--- src/design/bsr_ram.sv ---
`default_nettype none
// Simple dual-port synchronous RAM, one write and one registered read port.
// No package dependencies.
module bsr_ram #(
	parameter int DEPTH = 64,
	parameter int WIDTH = 32,
	localparam int AW = (DEPTH > 1) ? $clog2(DEPTH) : 1
) (
	input  wire logic             clk,
	input  wire logic             we,
	input  wire logic [AW-1:0]    waddr,
	input  wire logic [WIDTH-1:0] wdata,
	input  wire logic             re,
	input  wire logic [AW-1:0]    raddr,
	output logic      [WIDTH-1:0] rdata
);
	logic [WIDTH-1:0] mem [DEPTH];

	always_ff @(posedge clk) begin
		if (we)
			mem[waddr] <= wdata;
		if (re)
			rdata <= mem[raddr];
	end
endmodule
`default_nettype wire

--- config.mk ---
export PLATFORM = sky130hd
export DESIGN_NAME = bsr_ram
export DESIGN_NICKNAME = d
export VERILOG_FILES = /design/src/design/bsr_ram.sv
export SDC_FILE = /design/constraint.sdc
export NUM_CORES = 2
export LEC_CHECK = 0
export BUFFER_PORTS_ARGS = -buffer_cell sky130_fd_sc_hd__buf_2
export CAP_MARGIN = 20
export CORE_AREA = 2 2 401 403
export DETAILED_ROUTE_END_ITERATION = 8
export DIE_AREA = 0 0 403 405
export PLACE_DENSITY = 0.62
export SYNTH_ARGS = -nofsm -noshare
export SYNTH_HDL_FRONTEND = slang
export SYNTH_SLANG_ARGS = --single-unit
--- constraint.sdc ---
create_clock -name clk -period 5.8 [get_ports clk]
set_input_delay 0.87 -clock clk [delete_from_list [all_inputs] [get_ports clk]]
set_output_delay 0.87 -clock clk [all_outputs]
set_load 0.005 [all_outputs]
==> metrics.yaml <==
nFillCells: 11500
tightestPinTransition_ns: 1.15
syn_area_um2: 78800
seq_area_frac_synth: 0.792
clkSlewWorstSetupHoldPaths_ns: 0.06
period_share: 0.659
grt_pass1_vias: 37500
fin_skew_ns: 0.0305
yosysWarnings: 0
rsz0062_at_grt: "false"
clock_sinks: 2080
post_cts_resized: 0
drt_iter0_markers: 5268
nNetsFinal: 3634
synth_seq_cells: 2080
avgRoutedWirePerCell_um: 35.6
final_antenna_net_count: 0
core_region_area_um2: 159000
crit_path_start_kind: "primary input"
root_buffer: "clkbuf_16"
crit_path_end: "rdata[17]$_DFFE_PP_"
netlist_instances: 3324
vias_per_cell: 6.46
critPathArrivalTime_ns: 4.36
hold_depth: 1
max_freq_mhz: 262
fin_ws_ns: 1.98
timing.rr.start: "mem[3][24]$_DFFE_PP_"
max-cap-violations: 0
layout-drive-gt1-share: 0.303
crit_path_end_kind: "flip-flop"
r2r_end: "rdata[24]$_DFFE_PP_"
slew_headroom: 0.230
p_leak_uw: 0.0278
yosys-top-cells-count: "edfxtp_1 (2080), mux4_2 (544), nor2_1 (137)"
gp_congestion: 0.859
worstSetupStartpoint: "raddr[2]"
cts_max_level: 4
die_w_um: 403
critPathRequiredTime_ns: 6.34
grt_pass1_wl_mm: 289
grt-ovfl-total: 0
cts_buffer_depth: 3
r2r_cells: 4
drv_slew: 0
antenna_found_initial: 18
synthFlopType: "edfxtp_1"
vias: 37700
rrSetupSlack_ns: 3.21
die_h_um: 405
synth_area_leaders: "edfxtp_1 (79%), mux4_2 (16%), mux2i_1 (1.2%), o22ai_1 (0.67%), nor2_1 (0.65%)"
postCtsSetupRepairBufs: 0
ir_drop_uv: 318
finalWirelength_mm: 208
drtPass1Iterations: 6
power_density_nw_per_um2: 347
cts_tree: "built"
fin_setup_tns_ns: 0
synth_cell_types: 33
syn-num-nets: 3371
ctsHoldBuffers: 0
yosysMostFrequentCell: "edfxtp_1"
insertion_delay_ns: 0.83
path_class: "primary input to flip-flop"
synth_edf_count: 2080
synthArstFlopShare: 0
start_util: 0.495
area_delta_synth_final_pct: 13.4
dp_hpwl_mm: 119
postSynthAreaPerCell_um2: 23.7
yosys.area.top_type_share: 0.792
period_needed_ns: 3.82
hp-class: "primary input to flip-flop"
finalHoldViolCount: 0
grt_max_degree: 79
crit_fanout: 78
dieArea_um2: 163000
numCtsBuffers: 200
track_usage: 0.257
rows: 147
io_buffers: 78
setup_viol: 0
status: "complete, no violations"
synth_largest_area_cell: "edfxtp_1"
place_ws_ns: 1.18
drc_errors: 0
io_pins: 79
cell families (layout without fill, tap and decap cells):
kind of cell,Yosys count,count (layout),share of synthesized area
muxes,637,637,0.167
AOI/OAI and AO/OA,202,202,0.0167
other,0,5,0
and+or+nand+nor,223,223,0.0126
DFF,2080,2080,0.792
buffers and inverters,182,601,0.0112
layer usage:
metal  wire [um]  track usage
met1       80300        0.359
met3       21300       0.0608
met2      100000        0.407
met4        6070       0.0748
met5          52            0
flip-flops by register name, indices dropped and copies added (netlist names):
signal  cells
rdata      32
mem      2048
worst min-delay path by stage:
stage                                from                    end  slack (ns)
global route                    wdata[14]  mem[19][14]$_DFFE_PP_        0.43
global placement     mem[29][8]$_DFFE_PP_     rdata[8]$_DFFE_PP_        0.86
CTS                              wdata[2]   mem[55][2]$_DFFE_PP_        0.55
detailed placement   mem[28][8]$_DFFE_PP_     rdata[8]$_DFFE_PP_        0.87
floorplan           mem[12][17]$_DFFE_PP_    rdata[17]$_DFFE_PP_        0.75
finish                          wdata[19]  mem[18][19]$_DFFE_PP_        0.45
stage by stage:
stage | instances | power [uW] | hold slack, ns | area [um^2] | utilization
floorplan | 3324 | 17800 | 0.750 | 78800 | -
global placement | 5458 | 18600 | 0.865 | 82800 | 0.520
detailed placement | 5462 | 18700 | 0.871 | 82900 | 0.521
CTS | 5820 | 31200 | 0.547 | 89200 | 0.560
global route | 5830 | 31800 | 0.429 | 89400 | 0.561
finish | 5834 | 31000 | 0.452 | 89400 | 0.561
layout make-up:
cell class / instances / area, um^2 / share of cell area
clock buffer: 246 / 5240 / 0.0586
tap: 2086 / 2610 / 0.0292
multi-input combinational: 1062 / 16000 / 0.179
sequential: 2080 / 62500 / 0.698
clock inverter: 112 / 1090 / 0.0121
timing repair buffer: 243 / 2010 / 0.0224
antenna: 5 / 12.5 / 0.000140
where the power goes:
| part | switching [uW] | internal, uW |
|---|---|---|
| Combinational | 1020 | 566 |
| Clock | 5490 | 7170 |
| Sequential | 77.1 | 16700 |
| Total | 6590 | 24400 |
cell usage in the layout, fill, tap and decap left out, types with 17 or more instances in the layout:
cell type / instances
a21oi_1: 62
buf_12: 18
buf_2: 74
buf_4: 140
bufinv_16: 17
clkbuf_1: 43
clkbuf_16: 203
clkinv_1: 43
clkinv_2: 35
edfxtp_1: 2080
mux2i_1: 93
mux4_2: 544
nand2_1: 25
nor2_1: 74
nor2_4: 63
o221ai_1: 27
o22ai_1: 84
worst max-delay path: stages:
cell     delay, ns
buf_8         0.55
buf_12        0.51
nor2b_2       0.37
buf_4         0.40
a22oi_1       0.17
and3_1        0.27
o32ai_1       0.87
nor3_1        0.10
(Power assumes the default switching activity.)
