`src/design/bsr_pkg.sv`:
```
`default_nettype none
// Shared types and constants for the banded sparse row store.
// No dependencies; every other file of the block but bsr_ram imports this package.
package bsr_pkg;

	localparam int ACT_W     = 3;
	localparam int ROWF_W    = 6;
	localparam int COL_W     = 6;
	localparam int VAL_W     = 32;
	localparam int USED_W    = 4;
	localparam int STAT_W    = 2;
	localparam int CFG_IDX_W = 2;
	localparam int CFG_DAT_W = 7;

	typedef logic [ACT_W-1:0]     action_t;
	typedef logic [STAT_W-1:0]    status_t;
	typedef logic [CFG_IDX_W-1:0] cfg_idx_t;

	localparam action_t ACT_WRITE = 3'd0;
	localparam action_t ACT_READ  = 3'd1;
	localparam action_t ACT_COUNT = 3'd2;
	localparam action_t ACT_SCALE = 3'd3;
	localparam action_t ACT_LOAD  = 3'd4;
	localparam action_t ACT_MULT  = 3'd5;

	localparam status_t STAT_OK    = 2'd0;
	localparam status_t STAT_RANGE = 2'd1;
	localparam status_t STAT_FULL  = 2'd2;
	localparam status_t STAT_SAT   = 2'd3;

	localparam cfg_idx_t REG_ROWS = 2'd0;
	localparam cfg_idx_t REG_COLS = 2'd1;
	localparam cfg_idx_t REG_BAND = 2'd2;

	localparam logic [VAL_W-1:0] Q_MAX = 32'h7fff_ffff;
	localparam logic [VAL_W-1:0] Q_MIN = 32'h8000_0000;

	typedef struct packed {
		logic [VAL_W-1:0]  result;
		logic [ROWF_W-1:0] out_row;
		logic [USED_W-1:0] used_slots;
		status_t           status;
		logic              last;
	} rsp_t;

	typedef enum logic [3:0] {
		ST_IDLE,
		ST_EXEC,
		ST_EMIT,
		ST_SC_RD,
		ST_SC_LD,
		ST_SC_MUL,
		ST_SC_PUT,
		ST_SC_WB,
		ST_MV_ROW,
		ST_MV_LD,
		ST_MV_VRD,
		ST_MV_MUL,
		ST_MV_ACC,
		ST_MV_DONE
	} state_t;

endpackage
`default_nettype wire

```
`src/design/bsr_mac.sv`:
```
`default_nettype none
// Q16.16 multiplier: registered 64-bit product, then round half up and saturate.
// Depends on bsr_pkg.
module bsr_mac (
	input  wire logic                          clk,
	input  wire logic signed [bsr_pkg::VAL_W-1:0] a,
	input  wire logic signed [bsr_pkg::VAL_W-1:0] b,
	output logic             [bsr_pkg::VAL_W-1:0] q,
	output logic                               sat
);
	import bsr_pkg::*;

	logic signed [2*VAL_W-1:0] prod_s1;
	logic signed [2*VAL_W-1:0] rnd;
	logic signed [2*VAL_W-1:0] shr;

	always_ff @(posedge clk) begin
		prod_s1 <= a * b;
	end

	always_comb begin
		rnd = prod_s1 + 64'sd32768;
		shr = rnd >>> 16;
		// in range only when bits 63..31 all agree
		sat = !((&shr[2*VAL_W-1:VAL_W-1]) || !(|shr[2*VAL_W-1:VAL_W-1]));
		if (sat)
			q = shr[2*VAL_W-1] ? Q_MIN : Q_MAX;
		else
			q = shr[VAL_W-1:0];
	end
endmodule
`default_nettype wire

```
`config.mk`:
```
export PLATFORM = sky130hd
export DESIGN_NAME = bsr_mac
export DESIGN_NICKNAME = d
export VERILOG_FILES = /design/src/design/bsr_pkg.sv /design/src/design/bsr_mac.sv
export SDC_FILE = /design/constraint.sdc
export NUM_CORES = 2
export LEC_CHECK = 0
export BUFFER_PORTS_ARGS = -buffer_cell sky130_fd_sc_hd__buf_4
export CORE_MARGIN = 2
export CORE_UTILIZATION = 35
export CTS_CLUSTER_DIAMETER = 30
export DETAILED_ROUTE_END_ITERATION = 8
export GPL_TIMING_DRIVEN = 0
export PLACE_DENSITY = 0.5
export SLEW_MARGIN = 10
export SYNTH_ARGS = -nofsm -noshare
export SYNTH_HDL_FRONTEND = slang
export SYNTH_SLANG_ARGS = --single-unit
```
`constraint.sdc`:
```
create_clock -name clk -period 16.15 [get_ports clk]
set_input_delay 2.4225 -clock clk [delete_from_list [all_inputs] [get_ports clk]]
set_output_delay 2.4225 -clock clk [all_outputs]
set_load 0.02 [all_outputs]
```
==> flow_summary.ini <==
[clock_tree]
cts_resized = 0
postCtsHoldBufs = 0
cts_max_level = 2
cts_buffer_depth = 2
root_buffer = clkbuf_16
clock-sinks = 49
cts_setup_buffers = 0
cts_tree = done
path_clk_slew_ps = 70
cts_buffers = 5

[finish]
reg_top3 = prod_s1 (49)
multi_input_area_mm2 = 0.03234
areaGrowthSynthToFinish_pct = 7.078
largest_register = prod_s1
n_fill_cell = 11160
fin_nets = 5466
drive_above_1_share_pct = 3.261
largest_register_ffs = 49
seqCellArea_um2 = 980.9

[hold_path]
hold_class = input pin to register
whs_endpoint = prod_s1[17]
holdPathStages = 7
hold_start = a[0]

[sta]
period_needed_ps = 11660
rsz0062_at_grt = false
maxSlewHeadroom_pct = 5.482
finalWorstSetupSlack_ps = 4487
maxSlewViolCount = 0
fmax_mhz = 85.74
period_share_pct = 72.21
hold_viol_final = 0
worst_pin_slew_ps = 1418
tns_ps = 0
finalSetupViolCount = 0

[place]
hpwl_um = 123200
port_buffers = 97
gp_congestion = 0.9744
place_ws_ps = 4163

[floorplanning]
num_io_pins = 98
rows = 120
dieHeight_um = 332.8
core_area_mm2 = 0.1072
die_w_um = 332.8
initial_core_util_pct = 35.29
dieArea_mm2 = 0.1107

[global_routing]
antenna_found_initial = 17
track_usage_pct = 27.36
grt_first_pass_wirelength_um = 215200
grt_max_degree = 23
grt_overflow = 0
grt_pass1_vias = 31470

[run_status]
status = completed

[critical_path]
arrival_ps = 11810
crit_path_start_kind = input pin
cp.required_ps = 16300
cp-end-kind = register
critical_path_class = input pin to register
critical_path_peak_fanout = 10

[synth]
netlist_instances = 4035
synth_seq_area_share_pct = 2.593
synth.most_common_cell = fa_1
synth_top_cell_by_area = fa_1
synthDistinctLibCells = 63
ys.flop_type = dfxtp_1
synth_top_area_share_pct = 57.21
synth_nets = 5362
ys_ff_latch = 49
synth_edf_count = 0
ys_top_cells_by_count = 1081 x fa_1, 986 x inv_1, 523 x nand2_1
synth_warnings = 0
ys_top_cells_by_area = fa_1 57%, inv_1 9.8%, and2_1 8.6%
async_flop_share_pct = 0
avgSynthCellArea_um2 = 9.375
netlist_area_mm2 = 0.03783

[detailed_routing]
vias = 28320
viasPerCell = 5.100
drt_iter0_drc = 2266
routed_wl_um = 147000
dr.pass1.iters = 7
route.antenna.remaining_nets = 0
routedWlPerCell_um = 26.47
drc = 0

[job]
maxCapViolations = 0
area by class of cell:
class,instances,share of cell area [%]
antenna,9,0.05560
multi-input combinational,2792,79.84
tap,1403,4.334
buffer,208,1.995
timing repair buffer,97,1.798
clock inverter,3,0.1081
clock buffer,5,0.3089
inverter,986,9.137
sequential,49,2.422
layout by cell type, fill, tap and decap left out, types with 4 or more instances in the layout:
cell type / instances
nor2_1: 55
and4_1: 8
a31oi_1: 10
clkbuf_1: 201
nor3_1: 19
clkbuf_16: 5
nand2b_1: 9
a211oi_1: 5
nor2b_1: 6
ha_1: 181
o21bai_1: 13
a21o_1: 12
o21a_1: 4
o21ai_1: 20
nand2_1: 523
inv_1: 986
xor2_1: 46
nand3_1: 28
nand4_1: 21
and3_1: 17
fa_1: 1080
dfxtp_1: 49
o21ai_0: 46
buf_4: 97
diode_2: 9
xnor2_1: 53
and2_1: 519
a21oi_1: 57
o211ai_1: 7
worst max path at each step:
stage             endpoint   from  cells after the start
3_3_place_gp   prod_s1[63]  a[31]                     24
3_5_place_dp   prod_s1[63]  a[31]                     26
2_1_floorplan  prod_s1[63]  a[31]                     27
5_1_grt        prod_s1[63]  a[31]                     28
6_report       prod_s1[63]  a[31]                     26
4_1_cts        prod_s1[63]  a[31]                     26
cell families after synthesis:
| group | after synthesis | synth area share (%) |
|---|---|---|
| adders and majority gates | 1262 | 63.19 |
| and+or+nand+nor | 1232 | 16.75 |
| xor gates and xnor gates | 99 | 2.292 |
| buffers and inverters | 1194 | 11.92 |
| muxes | 3 | 0.08269 |
| DFF | 49 | 2.593 |
| AOI/OAI and AO/OA | 196 | 3.165 |
worst max-delay path, stage by stage:
cell	delay, ps
buf_4	150
clkbuf_1	690
nand2_1	300
inv_1	160
fa_1	400
inv_1	270
fa_1	470
inv_1	270
fa_1	520
fa_1	1000
inv_1	420
fa_1	590
inv_1	60
fa_1	550
fa_1	430
fa_1	500
ha_1	360
a21oi_1	140
nor2_1	60
a211oi_1	480
o21ai_0	220
a31oi_1	260
o2111a_1	290
nor3_1	70
a2111oi_0	500
xnor2_1	190
stage by stage:
step / instance area [µm²] / std cells / utilization (%) / hold slack, ps
2_1_floorplan: 37830 / 4035 / - / 3002
3_3_place_gp: 40310 / 5535 / 37.60 / 3097
3_5_place_dp: 40310 / 5535 / 37.61 / 3101
4_1_cts: 40480 / 5543 / 37.76 / 3005
5_1_grt: 40490 / 5545 / 37.77 / 3103
6_report: 40510 / 5552 / 37.78 / 2983
layer usage:
layer | vias to the layer above | global-route usage (%) | wire length, µm
met2 | 1196 | 44.24 | 67370
met5 | - | 0 | 36
met4 | 6 | 15.56 | 10490
met3 | 305 | 4.186 | 11470
met1 | 15030 | 35.04 | 57600
li1 | 11780 | - | -
Power is not shown: default switching activity piles up to over one toggle a cycle in this logic, so the estimate is an artifact.
